## config.mk

```make
export PLATFORM = sky130hd
export DESIGN_NAME = led_matrix_scan_driver
export DESIGN_NICKNAME = d
export VERILOG_FILES = /design/src/sv/lmsd_pkg.sv /design/src/sv/lmsd_front.sv /design/src/sv/lmsd_queue.sv /design/src/sv/lmsd_back.sv /design/src/sv/led_matrix_scan_driver.sv
export SDC_FILE = /design/constraint.sdc
export NUM_CORES = 1
export LEC_CHECK = 0
export BUFFER_PORTS_ARGS = -buffer_cell sky130_fd_sc_hd__buf_2
export CAP_MARGIN = 20
export CELL_PAD_IN_SITES_DETAIL_PLACEMENT = 0
export CELL_PAD_IN_SITES_GLOBAL_PLACEMENT = 1
export CORE_AREA = 2 2 224 226
export CTS_CLUSTER_DIAMETER = 150
export DETAILED_ROUTE_END_ITERATION = 10
export DIE_AREA = 0 0 226 228
export PLACE_DENSITY_LB_ADDON = 0.12
export SYNTH_ARGS = -nofsm -noshare
export SYNTH_HDL_FRONTEND = slang
export SYNTH_SLANG_ARGS = --single-unit
```

## constraint.sdc

```tcl
create_clock -name clock -period 12.05 [get_ports clock]
set_clock_uncertainty 0.15 [all_clocks]
set_input_delay 0.6025 -clock clock [delete_from_list [all_inputs] [get_ports clock]]
set_output_delay 0.6025 -clock clock [all_outputs]
set_load 0.02 [all_outputs]
```

## src/sv/lmsd_pkg.sv

```systemverilog
`default_nettype none

package lmsd_pkg;

   // Operation codes that the front hands to the back.
   typedef enum logic [1:0] {
      OP_TICK  = 2'd0,
      OP_WRITE = 2'd1,
      OP_SKIP  = 2'd2
   } op_type;

   // One classified request as it waits in the queue.
   typedef struct packed {
      op_type     op;
      logic [7:0] line;
      logic [7:0] column;
      logic       pixel_bit;
   } req_entry_type;

   // A queue slot as seen on the push side and at the head.
   typedef struct packed {
      logic          valid;
      req_entry_type entry;
   } queue_head_type;

   // Configuration write as it reaches the back.
   typedef struct packed {
      logic        enable;
      logic [1:0]  index;
      logic [11:0] data;
   } csr_write_type;

   // Scan sequencer states.
   typedef enum logic [2:0] {
      ST_IDLE  = 3'b001,
      ST_STEP  = 3'b010,
      ST_FETCH = 3'b100
   } back_state_type;

   // Configuration register indexes.
   localparam logic [1:0] CSR_SLOT_PERIOD  = 2'd0;
   localparam logic [1:0] CSR_BASE_ON_TIME = 2'd1;
   localparam logic [1:0] CSR_ON_TIME_GAIN = 2'd2;

   // Configuration reset values.
   localparam logic [11:0] SLOT_PERIOD_RESET  = 12'd370;
   localparam logic [11:0] BASE_ON_TIME_RESET = 12'd50;
   localparam logic [5:0]  ON_TIME_GAIN_RESET = 6'd5;

   // Request queue geometry.
   localparam int QUEUE_DEPTH = 2;
   localparam int QUEUE_PTR_W = 1;
   localparam int QUEUE_CNT_W = 2;

   // Number of set bits in a byte, by pairwise folding.
   function automatic logic [3:0] ones8(input logic [7:0] v);
      logic [7:0] n1;
      logic [7:0] n2;
      logic [7:0] n3;
      n1 = (v & 8'h55) + ((v >> 1) & 8'h55);
      n2 = (n1 & 8'h33) + ((n1 >> 2) & 8'h33);
      n3 = (n2 & 8'h0f) + ((n2 >> 4) & 8'h0f);
      return n3[3:0];
   endfunction

   // Square of a dark-pixel count from 0 to 8.
   function automatic logic [6:0] square_lut(input logic [3:0] c);
      logic [6:0] sq;
      case (c)
         4'd0:    sq = 7'd0;
         4'd1:    sq = 7'd1;
         4'd2:    sq = 7'd4;
         4'd3:    sq = 7'd9;
         4'd4:    sq = 7'd16;
         4'd5:    sq = 7'd25;
         4'd6:    sq = 7'd36;
         4'd7:    sq = 7'd49;
         4'd8:    sq = 7'd64;
         default: sq = 7'd0;
      endcase
      return sq;
   endfunction

endpackage

`default_nettype wire

```

## src/sv/lmsd_front.sv

```systemverilog
`default_nettype none

module lmsd_front import lmsd_pkg::*; #(
   parameter int LINES   = 16,
   parameter int COLUMNS = 8
) (
   input  wire logic              req_valid,
   output logic                   req_stall,
   input  wire logic              req_func,
   input  wire logic signed [7:0] req_pixel_column,
   input  wire logic signed [7:0] req_pixel_line,
   input  wire logic              req_pixel_bit,
   input  wire logic              queue_full,
   output queue_head_type         push
);

   localparam logic [7:0] LINE_BOUND   = 8'(LINES);
   localparam logic [7:0] COLUMN_BOUND = 8'(COLUMNS);

   logic in_range;

   // Negative coordinates have raw codes above every bound, so one unsigned
   // compare per axis covers them.
   assign in_range = ($unsigned(req_pixel_line) < LINE_BOUND) &&
                     ($unsigned(req_pixel_column) < COLUMN_BOUND);

   // Hold the producer off while the queue has no free slot.
   assign req_stall = queue_full;

   // Classify the request and push it into the queue.
   always_comb begin
      push.valid           = req_valid && !queue_full;
      push.entry.line      = $unsigned(req_pixel_line);
      push.entry.column    = $unsigned(req_pixel_column);
      push.entry.pixel_bit = req_pixel_bit;
      if (!req_func) begin
         push.entry.op = OP_TICK;
      end else if (in_range) begin
         push.entry.op = OP_WRITE;
      end else begin
         push.entry.op = OP_SKIP;
      end
   end

endmodule

`default_nettype wire

```

## src/sv/lmsd_queue.sv

```systemverilog
`default_nettype none

module lmsd_queue import lmsd_pkg::*; (
   input  wire logic           clock,
   input  wire logic           reset,
   input  wire queue_head_type push,
   output logic                full,
   input  wire logic           pop_ready,
   output queue_head_type      head
);

   req_entry_type          entry_ff [QUEUE_DEPTH];
   logic [QUEUE_PTR_W-1:0] wr_ptr_ff;
   logic [QUEUE_PTR_W-1:0] wr_ptr_in;
   logic [QUEUE_PTR_W-1:0] rd_ptr_ff;
   logic [QUEUE_PTR_W-1:0] rd_ptr_in;
   logic [QUEUE_CNT_W-1:0] count_ff;
   logic [QUEUE_CNT_W-1:0] count_in;
   logic                   do_push;
   logic                   do_pop;

   assign full       = (count_ff == QUEUE_CNT_W'(QUEUE_DEPTH));
   assign head.valid = (count_ff != '0);
   assign head.entry = entry_ff[rd_ptr_ff];

   assign do_push = push.valid && !full;
   assign do_pop  = pop_ready && head.valid;

   // Pointer and occupancy update.
   always_comb begin
      wr_ptr_in = do_push ? wr_ptr_ff + 1'b1 : wr_ptr_ff;
      rd_ptr_in = do_pop ? rd_ptr_ff + 1'b1 : rd_ptr_ff;
      count_in  = count_ff;
      if (do_push && !do_pop) begin
         count_in = count_ff + 1'b1;
      end else if (do_pop && !do_push) begin
         count_in = count_ff - 1'b1;
      end
   end

   always_ff @(posedge clock) begin
      if (reset) begin
         wr_ptr_ff <= '0;
         rd_ptr_ff <= '0;
         count_ff  <= '0;
      end else begin
         wr_ptr_ff <= wr_ptr_in;
         rd_ptr_ff <= rd_ptr_in;
         count_ff  <= count_in;
      end
   end

   // Slot storage needs no reset.
   always_ff @(posedge clock) begin
      if (do_push) begin
         entry_ff[wr_ptr_ff] <= push.entry;
      end
   end

endmodule

`default_nettype wire

```

## src/sv/lmsd_back.sv

```systemverilog
`default_nettype none

module lmsd_back import lmsd_pkg::*; #(
   parameter int LINES   = 16,
   parameter int COLUMNS = 8
) (
   input  wire logic           clock,
   input  wire logic           reset,
   input  wire csr_write_type  csr,
   input  wire queue_head_type head,
   output logic                pop_ready,
   output logic                rsp_valid,
   input  wire logic           rsp_stall,
   output logic                rsp_drive_active,
   output logic                rsp_upper_half,
   output logic [2:0]          rsp_select_index,
   output logic [7:0]          rsp_column_pattern,
   output logic                rsp_frame_end
);

   localparam int PHASE_W    = $clog2(LINES);
   localparam int COL_W      = (COLUMNS > 1) ? $clog2(COLUMNS) : 1;
   localparam int ITER_LIMIT = 2 * LINES + 2;
   localparam int ITER_W     = $clog2(ITER_LIMIT + 1);

   localparam logic [PHASE_W-1:0] LAST_PHASE = PHASE_W'(LINES - 1);
   localparam logic [PHASE_W-1:0] HALF_PHASE = PHASE_W'(LINES / 2);
   localparam logic [ITER_W-1:0]  ITER_END   = ITER_W'(ITER_LIMIT);

   // Configuration registers.
   logic [11:0] slot_period_ff;
   logic [11:0] base_on_time_ff;
   logic [5:0]  on_time_gain_ff;

   // Scan state.
   back_state_type       state_ff;
   back_state_type       state_in;
   logic [PHASE_W-1:0]   phase_ff;
   logic [PHASE_W-1:0]   phase_in;
   logic                 in_drive_ff;
   logic                 in_drive_in;
   logic [12:0]          tick_ff;
   logic [12:0]          tick_in;
   logic [12:0]          prev_on_ff;
   logic [12:0]          prev_on_in;
   logic [COLUMNS-1:0]   latched_ff;
   logic [COLUMNS-1:0]   latched_in;
   logic [ITER_W-1:0]    iter_ff;
   logic [ITER_W-1:0]    iter_in;

   // Result register.
   logic       rsp_valid_ff;
   logic       rsp_valid_in;
   logic       drive_ff;
   logic       drive_in;
   logic       upper_ff;
   logic       upper_in;
   logic [2:0] select_ff;
   logic [2:0] select_in;
   logic [7:0] pattern_ff;
   logic [7:0] pattern_in;
   logic       frame_end_ff;
   logic       frame_end_in;

   // Frame store.
   logic [COLUMNS-1:0] frame_mem [LINES];
   logic [LINES-1:0]   line_valid_ff;
   logic [COLUMNS-1:0] rd_data_ff;
   logic               rd_valid_ff;
   logic               mem_we;
   logic               rd_en;
   logic [PHASE_W-1:0] wr_addr;
   logic [PHASE_W-1:0] rd_addr;
   logic [COL_W-1:0]   wr_col;
   logic [COLUMNS-1:0] bit_sel;
   logic [COLUMNS-1:0] wr_mask;
   logic [COLUMNS-1:0] wr_data;

   // Datapath values.
   logic [12:0]        blank_len;
   logic [12:0]        seg_len;
   logic               seg_hit;
   logic [12:0]        tick_next;
   logic               iter_done;
   logic               out_free;
   logic               cur_upper;
   logic [PHASE_W-1:0] cur_rel;
   logic [2:0]         cur_select;
   logic [COLUMNS-1:0] fetched;
   logic [3:0]         dark;
   logic [6:0]         dark_sq;
   logic [12:0]        gain_term;
   logic [12:0]        on_time;

   // Configuration writes; unknown indexes are dropped.
   always_ff @(posedge clock) begin
      if (reset) begin
         slot_period_ff  <= SLOT_PERIOD_RESET;
         base_on_time_ff <= BASE_ON_TIME_RESET;
         on_time_gain_ff <= ON_TIME_GAIN_RESET;
      end else if (csr.enable) begin
         case (csr.index)
            CSR_SLOT_PERIOD:  slot_period_ff  <= csr.data;
            CSR_BASE_ON_TIME: base_on_time_ff <= csr.data;
            CSR_ON_TIME_GAIN: on_time_gain_ff <= csr.data[5:0];
            default: ;
         endcase
      end
   end

   // Length of the current segment and whether this tick falls inside it.
   assign blank_len = (13'(slot_period_ff) > prev_on_ff) ?
                      13'(slot_period_ff) - prev_on_ff : 13'd0;
   assign seg_len   = in_drive_ff ? prev_on_ff : blank_len;
   assign seg_hit   = (tick_ff < seg_len);
   assign tick_next = tick_ff + 13'd1;
   assign iter_done = (iter_ff == ITER_END);
   assign out_free  = !rsp_valid_ff || !rsp_stall;

   // Half and line select of the current phase.
   assign cur_upper  = (phase_ff >= HALF_PHASE);
   assign cur_rel    = cur_upper ? phase_ff - HALF_PHASE : phase_ff;
   assign cur_select = 3'(cur_rel);

   // On-time of the fetched line: base plus gain times dark count squared.
   assign fetched   = rd_valid_ff ? rd_data_ff : '0;
   assign dark      = 4'(COLUMNS) - ones8(8'(fetched));
   assign dark_sq   = square_lut(dark);
   assign gain_term = 13'({6'd0, dark_sq} * {7'd0, on_time_gain_ff});
   assign on_time   = 13'(14'(base_on_time_ff) + 14'(gain_term));

   // Pixel write addressing; a line not yet written starts from all zero.
   assign wr_addr = head.entry.line[PHASE_W-1:0];
   assign wr_col  = head.entry.column[COL_W-1:0];
   assign bit_sel = COLUMNS'(1) << wr_col;
   assign wr_mask = line_valid_ff[wr_addr] ? bit_sel : '1;
   assign wr_data = line_valid_ff[wr_addr] ? {COLUMNS{head.entry.pixel_bit}} :
                    (head.entry.pixel_bit ? bit_sel : '0);
   assign rd_addr = LAST_PHASE - phase_ff;

   // Sequencer: steps over segment boundaries until the tick lands.
   always_comb begin
      state_in     = state_ff;
      phase_in     = phase_ff;
      in_drive_in  = in_drive_ff;
      tick_in      = tick_ff;
      prev_on_in   = prev_on_ff;
      latched_in   = latched_ff;
      iter_in      = iter_ff;
      pop_ready    = 1'b0;
      mem_we       = 1'b0;
      rd_en        = 1'b0;
      rsp_valid_in = rsp_valid_ff && rsp_stall;
      drive_in     = drive_ff;
      upper_in     = upper_ff;
      select_in    = select_ff;
      pattern_in   = pattern_ff;
      frame_end_in = frame_end_ff;
      case (state_ff)
         ST_IDLE: begin
            if (head.valid && out_free) begin
               pop_ready = 1'b1;
               case (head.entry.op)
                  OP_TICK: begin
                     state_in = ST_STEP;
                     iter_in  = '0;
                  end
                  OP_WRITE: begin
                     mem_we       = 1'b1;
                     rsp_valid_in = 1'b1;
                     drive_in     = 1'b0;
                     upper_in     = 1'b0;
                     select_in    = '0;
                     pattern_in   = '0;
                     frame_end_in = 1'b0;
                  end
                  default: begin
                     rsp_valid_in = 1'b1;
                     drive_in     = 1'b0;
                     upper_in     = 1'b0;
                     select_in    = '0;
                     pattern_in   = '0;
                     frame_end_in = 1'b0;
                  end
               endcase
            end
         end
         ST_STEP: begin
            if (iter_done) begin
               // Every segment was empty: a blank tick of the phase reached.
               if (out_free) begin
                  rsp_valid_in = 1'b1;
                  drive_in     = 1'b0;
                  upper_in     = cur_upper;
                  select_in    = cur_select;
                  pattern_in   = '0;
                  frame_end_in = 1'b0;
                  state_in     = ST_IDLE;
               end
            end else if (seg_hit) begin
               if (out_free) begin
                  rsp_valid_in = 1'b1;
                  drive_in     = in_drive_ff;
                  upper_in     = cur_upper;
                  select_in    = cur_select;
                  pattern_in   = in_drive_ff ? 8'(latched_ff) : 8'd0;
                  frame_end_in = in_drive_ff && (phase_ff == LAST_PHASE) &&
                                 (tick_next == seg_len);
                  tick_in      = tick_next;
                  state_in     = ST_IDLE;
               end
            end else if (in_drive_ff) begin
               // Drive segment over: move to the next phase.
               in_drive_in = 1'b0;
               tick_in     = '0;
               iter_in     = iter_ff + 1'b1;
               if (phase_ff == LAST_PHASE) begin
                  phase_in   = '0;
                  prev_on_in = '0;
               end else begin
                  phase_in = phase_ff + 1'b1;
               end
            end else begin
               // Blank segment over: fetch the line for the drive segment.
               rd_en    = 1'b1;
               state_in = ST_FETCH;
            end
         end
         ST_FETCH: begin
            latched_in  = fetched;
            prev_on_in  = on_time;
            in_drive_in = 1'b1;
            tick_in     = '0;
            iter_in     = iter_ff + 1'b1;
            state_in    = ST_STEP;
         end
         default: begin
            state_in = ST_IDLE;
         end
      endcase
   end

   always_ff @(posedge clock) begin
      if (reset) begin
         state_ff      <= ST_IDLE;
         phase_ff      <= '0;
         in_drive_ff   <= 1'b0;
         tick_ff       <= '0;
         prev_on_ff    <= '0;
         latched_ff    <= '0;
         iter_ff       <= '0;
         rsp_valid_ff  <= 1'b0;
         line_valid_ff <= '0;
      end else begin
         state_ff     <= state_in;
         phase_ff     <= phase_in;
         in_drive_ff  <= in_drive_in;
         tick_ff      <= tick_in;
         prev_on_ff   <= prev_on_in;
         latched_ff   <= latched_in;
         iter_ff      <= iter_in;
         rsp_valid_ff <= rsp_valid_in;
         if (mem_we) begin
            line_valid_ff[wr_addr] <= 1'b1;
         end
      end
   end

   // Result payload.
   always_ff @(posedge clock) begin
      drive_ff     <= drive_in;
      upper_ff     <= upper_in;
      select_ff    <= select_in;
      pattern_ff   <= pattern_in;
      frame_end_ff <= frame_end_in;
   end

   // Frame store with per-bit write and registered read.
   always_ff @(posedge clock) begin
      if (mem_we) begin
         for (int j = 0; j < COLUMNS; j++) begin
            if (wr_mask[j]) begin
               frame_mem[wr_addr][j] <= wr_data[j];
            end
         end
      end
      if (rd_en) begin
         rd_data_ff  <= frame_mem[rd_addr];
         rd_valid_ff <= line_valid_ff[rd_addr];
      end
   end

   assign rsp_valid          = rsp_valid_ff;
   assign rsp_drive_active   = drive_ff;
   assign rsp_upper_half     = upper_ff;
   assign rsp_select_index   = select_ff;
   assign rsp_column_pattern = pattern_ff;
   assign rsp_frame_end      = frame_end_ff;

endmodule

`default_nettype wire

```

## src/sv/led_matrix_scan_driver.sv

```systemverilog
`default_nettype none

// Scan driver for a multiplexed LED matrix of LINES lines by COLUMNS columns.
// Each request is either a one-microsecond tick or a pixel write, and each
// gives exactly one response: a pixel write answers with all fields zero, a
// tick with the drive state of that microsecond. A phase blanks for the slot
// period less the previous on-time, then drives its line for base on-time
// plus gain times the square of the line's dark-pixel count. Requests pass
// through a two-entry queue to a sequencer that handles one request at a
// time. A tick steps over segment boundaries in the sequencer until it
// falls in the current segment; each line that it enters passes through a
// fetch state for the registered read of the frame store. The frame store
// powers up cleared through per-line valid bits, so there is no clearing
// pass after reset. Configuration must be written only while no request is
// in flight.
module led_matrix_scan_driver import lmsd_pkg::*; #(
   parameter int LINES   = 16,
   parameter int COLUMNS = 8
) (
   input  wire logic              clock,
   input  wire logic              reset,
   input  wire logic              req_valid,
   output logic                   req_stall,
   input  wire logic              req_func,
   input  wire logic signed [7:0] req_pixel_column,
   input  wire logic signed [7:0] req_pixel_line,
   input  wire logic              req_pixel_bit,
   output logic                   rsp_valid,
   input  wire logic              rsp_stall,
   output logic                   rsp_drive_active,
   output logic                   rsp_upper_half,
   output logic [2:0]             rsp_select_index,
   output logic [7:0]             rsp_column_pattern,
   output logic                   rsp_frame_end,
   input  wire logic              csr_write_enable,
   input  wire logic [1:0]        csr_index,
   input  wire logic [11:0]       csr_write_data
);

   // The last phase sits in the upper half; its select is its offset from the half.
   localparam logic [2:0] LAST_SELECT = 3'((LINES - 1 - LINES / 2) % 8);

   queue_head_type push;
   queue_head_type head;
   logic           queue_full;
   logic           pop_ready;
   csr_write_type  csr;

   assign csr.enable = csr_write_enable;
   assign csr.index  = csr_index;
   assign csr.data   = csr_write_data;

   // Front end: accept and classify requests.
   lmsd_front #(
      .LINES   (LINES),
      .COLUMNS (COLUMNS)
   ) u_front (
      .req_valid        (req_valid),
      .req_stall        (req_stall),
      .req_func         (req_func),
      .req_pixel_column (req_pixel_column),
      .req_pixel_line   (req_pixel_line),
      .req_pixel_bit    (req_pixel_bit),
      .queue_full       (queue_full),
      .push             (push)
   );

   // Queue between front end and sequencer.
   lmsd_queue u_queue (
      .clock     (clock),
      .reset     (reset),
      .push      (push),
      .full      (queue_full),
      .pop_ready (pop_ready),
      .head      (head)
   );

   // Back end: frame store, scan sequencer and response register.
   lmsd_back #(
      .LINES   (LINES),
      .COLUMNS (COLUMNS)
   ) u_back (
      .clock              (clock),
      .reset              (reset),
      .csr                (csr),
      .head               (head),
      .pop_ready          (pop_ready),
      .rsp_valid          (rsp_valid),
      .rsp_stall          (rsp_stall),
      .rsp_drive_active   (rsp_drive_active),
      .rsp_upper_half     (rsp_upper_half),
      .rsp_select_index   (rsp_select_index),
      .rsp_column_pattern (rsp_column_pattern),
      .rsp_frame_end      (rsp_frame_end)
   );

   // Frame end only comes on a drive tick of the last phase.
   a_frame_end_last_phase: assert property (@(posedge clock) disable iff (reset)
      rsp_valid && rsp_frame_end |->
         rsp_drive_active && rsp_upper_half && (rsp_select_index == LAST_SELECT))
      else $error("frame end outside a drive tick of the last phase");

   // A blank response carries no pattern and no frame end.
   a_blank_is_dark: assert property (@(posedge clock) disable iff (reset)
      rsp_valid && !rsp_drive_active |->
         (rsp_column_pattern == 8'd0) && !rsp_frame_end)
      else $error("blank response with pattern or frame end");

   // The queue only pushes back once it holds requests for the sequencer.
   a_stall_has_work: assert property (@(posedge clock) disable iff (reset)
      req_stall |-> head.valid)
      else $error("request stalled while the queue is empty");

endmodule

`default_nettype wire

```

# Word-level counts from Yosys, hierarchy flattened
# Memory sizes are Yosys's and may differ from the RTL's. A register that Yosys moved wholly into a read port is not among the register bits.
# Cells that the tools add are included.
[word_totals]
output_inout_bits = 16
mem_bits_ro = 96
ramBits = 166
n_memories = 3
in_bits = 37
wordCells = 225
reg_bits = 114
[classes]
eq_ne = 22
mux = 116
n_bitwise = 3
mul = 1
n_shift = 1
magnitude_cmp = 8
n_addsub = 15
reduce_logical = 35
[mem_list]
columns = ["memory", "words", "word_bits", "read_ports", "rd_clocked_by_memory_dff", "write_ports", "line", "text"]
rows = [
  ["u_back.frame_mem", 16, 8, 1, 1, 1, "lmsd_back.sv:66", "logic [COLUMNS-1:0] frame_mem [LINES];"],
  ["(name not given)", 16, 6, 1, 0, 0, "lmsd_pkg.sv:69", "case (c)"],
  ["u_queue.entry_ff", 2, 19, 1, 1, 1, "lmsd_queue.sv:12", "req_entry_type entry_ff [QUEUE_DEPTH];"],
]
[op_table]
columns = ["operator", "n"]
rows = [
  ["2-to-1 mux 13 bit", 10],
  ["2-to-1 mux 8 bit", 11],
  ["2-to-1 mux 1 bit", 59],
  ["one-hot mux 13 bit (2 select lines)", 2],
  ["2-to-1 mux 3 bit", 12],
  ["2-to-1 mux 6 bit", 5],
  ["one-hot mux 6 bit (3 select lines)", 1],
  ["OR 16 bit", 1],
  ["one-hot mux 8 bit (2 select lines)", 1],
  ["adder 12 x 13 -> 13 bit", 1],
  ["adder 13 x 1 -> 13 bit (second input constant)", 1],
  ["== test 13 bit", 1],
  ["greater-than comparator 12 x 13 -> 1 bit", 1],
  ["less-than comparator 13 bit", 1],
  ["multiplier 7 x 6 -> 13 bit", 1],
  ["subtractor 12 x 13 -> 13 bit", 1],
  ["AND reduction 4 bit", 3],
  ["AND reduction 6 bit", 2],
  ["logical AND 1 bit", 11],
  ["less-than comparator 4 x 5 -> 1 bit (second input constant)", 2],
  ["one-hot mux 1 bit (2 select lines)", 5],
  ["one-hot mux 3 bit (3 select lines)", 1],
  ["adder 7 x 7 -> 8 bit", 1],
  ["binary-select mux 1 bit (select 4 bit)", 2],
  ["39 further kinds", 65],
]

# Depth between registers and ports, before layout
# Gate-level depths: netlist (run 1).
[depth]
word_depth = 9
ltp_mapped = 29
depth_no_buf = 29

# Modules after synthesis
# From an unflattened synthesis (run 1), not the netlist that was laid out.
[hier_totals]
cells_unflattened = 1377
hier_area_um2 = 15294.7
[modules_own_cells]
columns = ["module", "area_each_um2", "instances", "cells_each", "seq_area_each_um2"]
rows = [
  ["lmsd_back", 13525.5, 1, 1268, 6436.2],
  ["lmsd_queue", 1587.8, 1, 84, 1241.2],
  ["lmsd_front", 181.4, 1, 25, 0.0],
]

# Least setup slack after synthesis (run 1)
# No wires, ideal clock.
[synth_path]
path_kind = "flip-flop to flip-flop"
startpoint = "register u_back.rd_valid_ff"
endpoint = "register u_back.prev_on_ff[12]"
required_time_ns = 11.783
t_arrival_ns = 6.442
setup_ns = 0.117
path_slack_ns = 5.341
path_stages_with_launch = 28
n_path_buf = 0
synth_period_minus_slack_ns = 6.709
path_cell_list = "edfxtp_1 -> and2_1 -> ha_1 -> ha_1 -> inv_1 -> fa_1 -> inv_1 -> ha_1 -> inv_1 -> ha_1 -> inv_1 -> fa_1 -> xor2_1 -> nor3_1 -> and2_1 -> fa_1 -> fa_1 -> fa_1 -> inv_1 -> fa_1 -> inv_1 -> ha_1 -> a21o_1 -> nand2_1 -> o21ai_0 -> o41ai_1 -> xnor2_1 -> a22o_1"
[synth_via]
elab_chain_cells = 9
[synth_lines]
columns = ["element", "line", "text"]
rows = [
  ["start: declaration", "lmsd_back.sv:69", "logic rd_valid_ff;"],
  ["start signal: assignment", "lmsd_back.sv:289", "rd_valid_ff <= line_valid_ff[rd_addr];"],
  ["2-to-1 mux 8 bit", "lmsd_back.sv:126", "assign fetched = rd_valid_ff ? rd_data_ff : '0;"],
  ["adder 7 x 7 -> 8 bit", "lmsd_pkg.sv:60", "n1 = (v & 8'h55) + ((v >> 1) & 8'h55);"],
  ["adder 6 x 6 -> 7 bit", "lmsd_pkg.sv:61", "n2 = (n1 & 8'h33) + ((n1 >> 2) & 8'h33);"],
  ["adder 4 bit", "lmsd_pkg.sv:62", "n3 = (n2 & 8'h0f) + ((n2 >> 4) & 8'h0f);"],
  ["subtractor 4 bit", "lmsd_back.sv:127", "assign dark = 4'(COLUMNS) - ones8(8'(fetched));"],
  ["memory read (16 x 6 bit)", "-", ""],
  ["multiplier 7 x 6 -> 13 bit", "lmsd_back.sv:129", "assign gain_term = 13'({6'd0, dark_sq} * {7'd0, on_time_gain_ff});"],
  ["adder 12 x 13 -> 13 bit", "lmsd_back.sv:130", "assign on_time = 13'(14'(base_on_time_ff) + 14'(gain_term));"],
  ["one-hot mux 13 bit (2 select lines)", "lmsd_back.sv:159", "case (state_ff)"],
  ["end signal: assignment", "lmsd_back.sv:259", "prev_on_ff <= prev_on_in;"],
  ["end: declaration", "lmsd_back.sv:44", "logic [12:0] prev_on_ff;"],
]
# No other way between the ends.
# A chain may end at the register's enable or synchronous reset.

# Worst setup path in the final report (run 1)
[layout_path]
startpoint = "register u_back.rd_valid_ff"
endpoint = "register u_back.prev_on_ff[12]"
[layout_via]
elab_chain_cells = 9
[layout_lines]
columns = ["element", "line", "text"]
rows = [
  ["2-to-1 mux 8 bit", "lmsd_back.sv:126", ""],
  ["via u_back.fetched[0]", "lmsd_back.sv:89", "logic [COLUMNS-1:0] fetched;"],
  ["adder 7 x 7 -> 8 bit", "lmsd_pkg.sv:60", ""],
  ["adder 6 x 6 -> 7 bit", "lmsd_pkg.sv:61", ""],
  ["adder 4 bit", "lmsd_pkg.sv:62", ""],
  ["subtractor 4 bit", "lmsd_back.sv:127", ""],
  ["memory read (16 x 6 bit)", "-", ""],
  ["multiplier 7 x 6 -> 13 bit", "lmsd_back.sv:129", ""],
  ["adder 12 x 13 -> 13 bit", "lmsd_back.sv:130", ""],
  ["one-hot mux 13 bit (2 select lines)", "lmsd_back.sv:159", ""],
]
# The timed path passes the listed nets, and every way through them passes these cells.

==> results of run 1 <==
==> registers in the layout, summed over array words and instances (netlist names), 2 cells and up, named ones only <==
name	cells
u_back.frame_mem	128
u_queue.entry_ff	20
u_back.line_valid_ff	16
u_back.prev_on_ff	13
u_back.tick_ff	13
u_back.base_on_time_ff	12
u_back.slot_period_ff	12
u_back.latched_ff	8
u_back.rd_data_ff	8
u_back.rsp_column_pattern	8
u_back.iter_ff	6
u_back.on_time_gain_ff	6
u_back.phase_ff	4
u_back.rsp_select_index	3
u_back.state_ff	3
u_queue.count_ff	2
==> kinds of logic after synthesis <==
family,share of synthesized area (%)
compound gates,9.50
xor+xnor,2.57
fa+ha+maj,9.72
buf+inv,4.73
flops,48.7
mux,9.03
simple gates,15.7
==> power breakdown <==
part           internal [mW]  switching, mW
registers               1.09         0.0358
logic                  0.132          0.294
clock network          0.667          0.411
total                   1.89          0.741
==> area by class of cell <==
cell class / count / area, um2 / area share [%]
Multi-Input combinational cell: 906 / 6810 / 40.6
Timing Repair Buffer: 75 / 433 / 2.58
Clock buffer: 45 / 953 / 5.68
Sequential cell: 271 / 7140 / 42.5
Inverter: 103 / 387 / 2.30
Tap cell: 672 / 841 / 5.01
Clock inverter: 18 / 225 / 1.34
==> layout by cell type, fill, tap and decap left out, types with 7 or more instances in the layout <==
cell type,synthesis,routed
a21o_1,16,16
a21oi_1,85,85
a22o_1,11,11
a311oi_1,12,12
a31oi_1,7,7
and2_1,42,42
and3_1,22,22
buf_2,7,52
buf_4,7,23
clkbuf_16,0,35
clkinv_1,0,7
dfxtp_1,100,98
edfxtp_1,171,171
fa_1,28,28
ha_1,69,69
inv_1,103,103
mux2i_1,17,17
mux4_2,48,48
nand2_1,134,134
nand2b_1,12,12
nand3_1,18,18
nand3b_1,11,11
nor2_1,192,192
nor2b_1,9,9
nor3_1,17,17
o21ai_0,13,13
or3_1,8,8
xnor2_1,25,25
xor2_1,18,18
==> worst paths after layout <==
check | startpoint | end | slack (ps)
hold / removal | req_pixel_bit | u_queue.entry_ff[1][0] | 100
setup / recovery | u_back.rd_valid_ff | u_back.prev_on_ff[12] | 4520
hold reg to reg | u_back.latched_ff[0] | u_back.latched_ff[0] | 300
setup reg to reg | u_back.rd_valid_ff | u_back.prev_on_ff[12] | 4520
==> per-stage QoR <==
step	setup slack [ps]	hold WS (ps)	utilization [%]	instance area [um2]	total power, mW
3_3_place_gp	4590	291	31.5	15500	1.56
5_1_grt	3980	76.9	34.0	16800	2.76
6_report	4520	96.6	34.0	16800	2.63
4_1_cts	4460	59.4	33.9	16700	2.67
2_1_floorplan	5340	275	-	14600	1.44
3_5_place_dp	4440	295	31.5	15600	1.57
==> synthesized netlist by cell type, types with 8 or more instances <==
cell type / n
nor2b_1: 9
and3_1: 22
nand2_1: 134
a21o_1: 16
nor3_1: 17
fa_1: 28
nand3_1: 18
o21ai_0: 13
mux4_2: 48
clkbuf_1: 35
and2_1: 42
inv_1: 103
xnor2_1: 25
buf_1: 10
mux2i_1: 17
or3_1: 8
nand2b_1: 12
a21oi_1: 85
nand3b_1: 11
nor2_1: 192
dfxtp_1: 100
a22o_1: 11
ha_1: 69
xor2_1: 18
a311oi_1: 12
edfxtp_1: 171
==> routing by layer <==
layer  vias to the layer above  track usage [%]  wire (um)
li1                       4863                -          -
met1                      4899             19.7      17300
met3                        50             2.31       1370
met5                         -                0          0
met4                         0             5.13        949
met2                       138             27.0      19500
==> critical path: cells and delay by family (launching register included) <==
kind	cells	cell delay [ps]
AND/OR/NAND/NOR	3	750
flip-flops	1	460
buffers and inverters	7	380
AO/OA/AOI/OAI	6	1170
XOR/XNOR	2	820
adder cells (fa/ha/maj)	11	3710
==> metrics.cfg, run 1 <==
[clock_tree]
cts_resized=0
clk_latency_ps=550
cts.sinks=271
tritoncts=done
htreeDepth=2
clk_pin_slew_ps=60
post_cts_buffers=0
ctsRootBufferMaster=clkbuf_16
cts_buffer_depth=3
hold_buffers=0
cts_made_buffers=35

[floorplan]
die_area_um2=51500
fp.dieW_um=226
initial_core_util_pct=29.7
coreArea_um2=49300
rows=82
die_h_um=228
top_level_ports=53

[route]
via_per_inst=4.76
routedWlPerCell_um=18.7
via_count=9950
wirelength_um=39100
post-route-drc-count=0
drt_iter0_drc=524
postRouteAntennaNets=0
firstDrtPassIters=5

[hold_path]
hold_class=in2reg
min_delay_path_depth=1

[cells_and_area]
stdcell_count=2090
drive_gt1_share_pct=13.9
fin_nets=1526
area_growth_pct=14.7
fill_cells=5056
antenna_cells=0

[logic_synthesis]
ys_seq_elements=271
synth_area_um2=14600
yosys.area.top_type_share_pct=35.1
synth_warnings=0
async_reset_ff_share_pct=0
synth.distinct_cells=76
ys_seq_area_share_pct=48.7
synthTopCellsByArea=edfxtp_1 35%, dfxtp_1 14%, mux4_2 7.4%, ha_1 5.9%, nor2_1 4.9%
synthCells=1345
synth-edff-count=171
avgSynthCellArea_um2=10.9
syn_nets=1479
synth_top_area_cell=edfxtp_1
synthFlopType=edfxtp_1

[worst_setup_path]
worst_path_most_repeated_cell=inv_1
cp.required_ps=12340
end_kind=register
worst-setup-path-type=reg2reg
critical_path_arrival_ps=7820
slowest_stage=xnor2_1
crit_fanout=14
crit_path_start_kind=register
reg2reg_depth=29
slowest_delay_ps=690

[outcome]
outcome=finished, final reports clean

[power_and_ir_drop]
peakVddDrop_v=0.0000997
p_leak_nw=6.47
power.density_nw_per_um2=157

[timing]
slew_headroom_pct=30.1
setup_viol=0
slew_violations=0
hold_viol=0
tightest_slew_ps=1050
fin_crit_sh_pct=62.5
max_clock_freq_ghz=0.133
setup_tns_ps=0
rsz0062_at_grt=no
fin_crit_ps=7530

[run]
cap_violations=0

[place]
portBuffers=52
post-dp-hpwl_um=26800
dp.cells=2019
finalWeightedCongestion=0.768

[global_routing]
grt_pass1_vias=10319
grt_remaining_overflow=0
grt_max_degree=47
grt_pass1_wl_um=61100
grt_util_all_layers_pct=15.6
antenna_found_initial=0

Power figures use the tool's default switching activity.
==> run 2: changes to the inputs <==
--- a/config.mk
+++ b/config.mk
@@ -5,14 +5,15 @@
 export SDC_FILE = /design/constraint.sdc
 export NUM_CORES = 1
 export LEC_CHECK = 0
+export ABC_AREA = 1
 export BUFFER_PORTS_ARGS = -buffer_cell sky130_fd_sc_hd__buf_2
 export CAP_MARGIN = 20
 export CELL_PAD_IN_SITES_DETAIL_PLACEMENT = 0
 export CELL_PAD_IN_SITES_GLOBAL_PLACEMENT = 1
-export CORE_AREA = 2 2 224 226
+export CORE_AREA = 2 2 227 229
 export CTS_CLUSTER_DIAMETER = 150
 export DETAILED_ROUTE_END_ITERATION = 10
-export DIE_AREA = 0 0 226 228
+export DIE_AREA = 0 0 229 231
 export PLACE_DENSITY_LB_ADDON = 0.12
 export SYNTH_ARGS = -nofsm -noshare
 export SYNTH_HDL_FRONTEND = slang
==> constraint.sdc (replaced) <==
create_clock -name clock -period 6.9 [get_ports clock]
set_clock_uncertainty 0.15 [all_clocks]
set_input_delay 0.345 -clock clock [delete_from_list [all_inputs] [get_ports clock]]
set_output_delay 0.345 -clock clock [all_outputs]
set_load 0.02 [all_outputs]
==> metrics.cfg, run 2 <==
[timing]
max_clock_freq_ghz=0.150
setup_viol=0
fin_crit_ps=6650
rsz0062_at_grt=yes
slew_violations=0
hold_viol=0
fin_crit_sh_pct=96.3
tightest_slew_ps=1000
slew_headroom_pct=33.0

[outcome]
outcome=finished, final reports clean

[worst_setup_path]
slowest_delay_ps=530
worst-setup-path-type=reg2reg
worst_path_most_repeated_cell=inv_2
r2r-start=u_back.rd_valid_ff
crit_path_start_kind=register
end_kind=register
cp.required_ps=7180
startpoint=u_back.rd_valid_ff
slowest_stage=fa_1
critical_path_arrival_ps=6930
crit_fanout=8

[cells_and_area]
final_common_cell=nor2_1
fin_nets=2068
fill_cells=5421
top_regs=u_back.frame_mem: 128 flops, u_queue.entry_ff: 20 flops, u_back.line_valid_ff: 16 flops
antenna_cells=0
final-seq-area_um2=7140
multi_input_area_um2=7020
max_flop_register=u_back.frame_mem
final_cell_mix=344 x nor2_1, 284 x nand2_1, 234 x inv_1, 171 x edfxtp_1, 148 x o21ai_0
area_growth_pct=19.7
stdcell_count=2641
finalInstanceArea_um2=17900
largest_reg_flops=128
drive_gt1_share_pct=12.1

[global_routing]
grt_use_met3_pct=2.94
gr-max-usage-layer=met2
grt_remaining_overflow=0
grt_util_all_layers_pct=17.4
grt_pass1_wl_um=71000
grt_pass1_vias=12144
grt_use_met2_pct=30.2
grt_use_met1_pct=22.5
grt_max_degree=76
antenna_found_initial=0

[logic_synthesis]
yosys.area.top_type_share_pct=34.2
synthCells=1840
async_reset_ff_share_pct=0
synth_top_cells_by_count=355 x nor2_1, 294 x nand2_1, 252 x inv_1
syn_nets=1974
synth-edff-count=171
ys_seq_elements=271
ys_seq_area_share_pct=47.6
synthFlopType=edfxtp_1
synth_area_um2=15000
synth.distinct_cells=42
synth_top_area_cell=edfxtp_1
synth_most_common_cell=nor2_1
synthTopCellsByArea=edfxtp_1 34%, dfxtp_1 13%, nor2_1 8.9%, nand2_1 7.4%, inv_1 6.3%
avgSynthCellArea_um2=8.15
synth_warnings=0

[floorplan]
coreArea_um2=50700
rows=83
fp.dieW_um=229
top_level_ports=53
initial_core_util_pct=29.6
die_h_um=231
die_area_um2=52900

[power_and_ir_drop]
peakVddDrop_v=0.000218
power.density_nw_per_um2=264
p_leak_nw=7.41

[run]
cap_violations=0

[clock_tree]
cts.sinks=271
cts_made_buffers=35
tritoncts=done
ctsRootBufferMaster=clkbuf_16
htreeDepth=2
cts_buffer_depth=3
clk_pin_slew_ps=60
clk_latency_ps=560

[route]
via_per_inst=4.69
postRouteAntennaNets=0
wirelength_um=46000
post-route-drc-count=0
routedWlPerCell_um=17.4
via_count=12396
drt_iter0_drc=675
firstDrtPassIters=5

[place]
portBuffers=52
dpl_cell_area_um2=16100
dp.cells=2542
finalWeightedCongestion=0.815
post-dp-hpwl_um=31400

[hold_path]
min_from=req_pixel_line[4]
hold_class=in2reg

-- run 2: cell count changes after synthesis, moves of 15 or more --
cell / change
nand3_1: +62
mux2i_1: -15
nand2_1: +160
mux4_2: -48
inv_1: +149
o21ai_0: +140
o22ai_1: +25
and2_1: -41
and3_1: -20
a21oi_1: +40
clkbuf_1: +15
nor2_1: +163
xnor2_1: -21
-- run 2: kinds of logic (layout without fill, tap and decap cells) --
family | after synthesis | after routing | synth area share [%]
buffers and inverters | 322 | 443 | 8.20
adder cells (fa/ha/maj) | 97 | 97 | 9.49
multiplexers | 2 | 2 | 0.133
flip-flops | 271 | 271 | 47.6
XOR/XNOR | 10 | 10 | 0.584
AO/OA/AOI/OAI | 341 | 341 | 12.2
AND/OR/NAND/NOR | 797 | 797 | 21.8
-- run 2: timing repair --
| item | in CTS | in global routing |
|---|---|---|
| gates resized for setup | 8 | 91 |
| buffers inserted | 0 | 4 |
| pin swaps | 2 | 47 |
| hold buffers | 23 | 0 |
| endpoints found under the hold margin | 46 | 0 |
| endpoints found under the setup margin | 6 | 8 |
-- run 2: path summary, 6_finish.rpt --
kind	to	depth (start not counted)	slack, ps
max	u_back.prev_on_ff[12]	34	250
min	u_queue.entry_ff[0][17]	4	40
max reg2reg	u_back.prev_on_ff[12]	34	250
min reg2reg	u_back.latched_ff[2]	2	310
-- run 2: area by class of cell --
cell class	instances	share of cell area (%)
repair buffers	118	4.57
flip-flops and latches	271	39.8
well taps	680	4.74
multi-input cells	1247	39.1
inverters	261	5.49
clock buffers	47	5.35
clock inverters	17	0.969
-- run 2: per-layer routing --
layer | share of wire (%) | vias to the layer above
li1 | - | 6258
met1 | 46 | 5889
met2 | 48 | 185
met3 | 3.6 | 64
met4 | 2.2 | 0
met5 | 0 | -
-- run 2: through the flow --
step           setup TNS [ps]  hold slack, ps  setup slack (ps)  util (%)  power, mW
6_report                    0            37.2               253      35.4       4.74
5_1_grt                  -193            52.0             -49.5      35.4       5.01
4_1_cts                 -24.6            4.31             -24.6      34.5       4.78
3_5_place_dp             -431             302             -98.9      31.8       2.93
3_3_place_gp            -40.2             293             -18.3      31.8       2.91
2_1_floorplan               0             280               296         -       2.59
-- run 2: critical path: cells and delay by family (launching register included) --
| kind | cells | cell delay, ps |
|---|---|---|
| fa+ha+maj | 11 | 3820 |
| simple gates | 10 | 950 |
| compound gates | 4 | 580 |
| flops | 1 | 520 |
| buf+inv | 9 | 480 |
-- run 2: power breakdown --
| group | internal [mW] | switching [mW] | total, mW |
|---|---|---|---|
| combinational | 0.279 | 0.679 | 0.958 |
| clock | 1.06 | 0.744 | 1.81 |
| sequential | 1.91 | 0.0690 | 1.98 |
==> run 3: changes to the inputs <==
==> constraint.sdc (replaced) <==
create_clock -name clock -period 6.4 [get_ports clock]
set_clock_uncertainty 0.15 [all_clocks]
set_input_delay 0.32 -clock clock [delete_from_list [all_inputs] [get_ports clock]]
set_output_delay 0.32 -clock clock [all_outputs]
set_load 0.02 [all_outputs]
==> metrics.cfg, run 3 (same netlist as run 2, synthesis figures left out) <==
[clock_tree]
cts_made_buffers=34
htreeDepth=2
clk_pin_slew_ps=60
cts_buffer_depth=3
cts.sinks=271
clk_latency_ps=550
ctsRootBufferMaster=clkbuf_16
tritoncts=done

[route]
firstDrtPassIters=7
post-route-drc-count=0
via_per_inst=4.70
routedWlPerCell_um=17.2
drt_iter0_drc=633
wirelength_um=45700
via_count=12471
postRouteAntennaNets=0

[place]
dp.cells=2554
post-dp-hpwl_um=31600
portBuffers=52
dpl_cell_area_um2=16200
finalWeightedCongestion=0.816

[outcome]
failed_checks=negative setup slack
outcome=finished, violations left

[worst_setup_path]
r2r-start=u_back.rd_valid_ff
cp.required_ps=6710
worst-setup-path-type=reg2reg
crit_path_start_kind=register
crit_buf_inv=8
end_kind=register
startpoint=u_back.rd_valid_ff
crit_fanout=8
critical_path_arrival_ps=7060
critPathTopFamily=adder cells
slowest_stage=fa_2
slowest_delay_ps=600

[timing]
tightest_slew_ps=1100
setup_viol=8
fin_crit_sh_pct=105
rsz0062_at_grt=yes
setup_tns_ps=-1850
slew_headroom_pct=26.4
hold_viol=0
fin_crit_ps=6750
worst_hold_slack_ps=124
slew_violations=0
max_clock_freq_ghz=0.148
setup_slack_ps=-349

[global_routing]
grt_remaining_overflow=0
grt_util_all_layers_pct=17.5
grt_pass1_vias=12602
antenna_found_initial=0
grt_max_degree=77
grt_pass1_wl_um=71400

[floorplan]
die_area_um2=52900
top_level_ports=53
die_h_um=231
fp.dieW_um=229
coreArea_um2=50700
initial_core_util_pct=29.6
rows=83

[cells_and_area]
multi_input_area_um2=6980
fill_cells=5445
top_regs=u_back.frame_mem: 128 flops, u_queue.entry_ff: 20 flops, u_back.line_valid_ff: 16 flops
max_flop_register=u_back.frame_mem
fin_nets=2081
antenna_cells=0
area_growth_pct=19.7
drive_gt1_share_pct=12.7
final-seq-area_um2=7140
final_cell_mix=343 x nor2_1, 284 x nand2_1, 235 x inv_1, 171 x edfxtp_1, 144 x o21ai_0
finalInstanceArea_um2=18000
largest_reg_flops=128
final_common_cell=nor2_1
stdcell_count=2651

[power_and_ir_drop]
p_leak_nw=7.44
power.density_nw_per_um2=281
peakVddDrop_v=0.000196

[run]
cap_violations=0

[hold_path]
hold_class=in2reg
min_from=csr_index[1]

## run 3: cell types whose count changed in the layout (fill, tap and decap cells not counted), sizes merged
cell / before / now
inv: 258 / 259
clkbuf: 47 / 52
clkinv: 18 / 9
bufinv: 2 / 1
buf: 95 / 104
dlygate4sd3: 23 / 28
## run 3: final timing paths
check                                           endpoint  slack [ps]  depth (start not counted)
worst max-delay path               u_back.prev_on_ff[12]        -350                         31
worst min-delay path            u_back.slot_period_ff[5]         120                          5
worst max register to register     u_back.prev_on_ff[12]        -350                         31
worst min register to register      u_back.latched_ff[2]         310                          2
## run 3: cell type report
cell class,count,area share [%]
Timing Repair Buffer,132,5.25
Sequential cell,271,39.8
Multi-Input combinational cell,1247,38.9
Clock inverter,8,0.502
Inverter,261,5.46
Tap cell,680,4.74
Clock buffer,52,5.45
## run 3: power breakdown
part	leakage [nW]	internal, mW	switching, mW
Sequential	2.40	2.06	0.0817
Combinational	4.51	0.308	0.726
Clock	0.524	1.10	0.768
## run 3: repair_timing
item	in CTS	in global routing
resized for setup	53	31
endpoints found under the hold margin	49	0
setup endpoints to repair	8	9
setup buffers	5	1
pin swaps	38	24
hold buffers	28	0
## run 3: worst register-to-register path, delay by kind of cell, from the launching register on
family / cells / cell delay, ps
fa+ha+maj: 11 / 4220
simple gates: 8 / 790
flops: 1 / 520
buf+inv: 8 / 360
compound gates: 4 / 620
## run 3: layer usage
metal  vias to the layer above  share of wire (%)  global-route usage (%)
met5                         -                  0                       0
met4                         0                3.4                    6.66
met3                        73                3.3                    2.35
met2                       192                 50                    31.3
met1                      5927                 44                    21.3
li1                       6279                  -                       -
## run 3: metrics by stage
stage / worst slack (ps) / power [mW] / utilization [%]
3_3_place_gp: -386 / 3.16 / 32.0
4_1_cts: -277 / 5.10 / 35.2
6_report: -349 / 5.04 / 35.4
2_1_floorplan: 10.8 / 2.80 / -
3_5_place_dp: -436 / 3.17 / 32.1
5_1_grt: -673 / 5.31 / 35.4
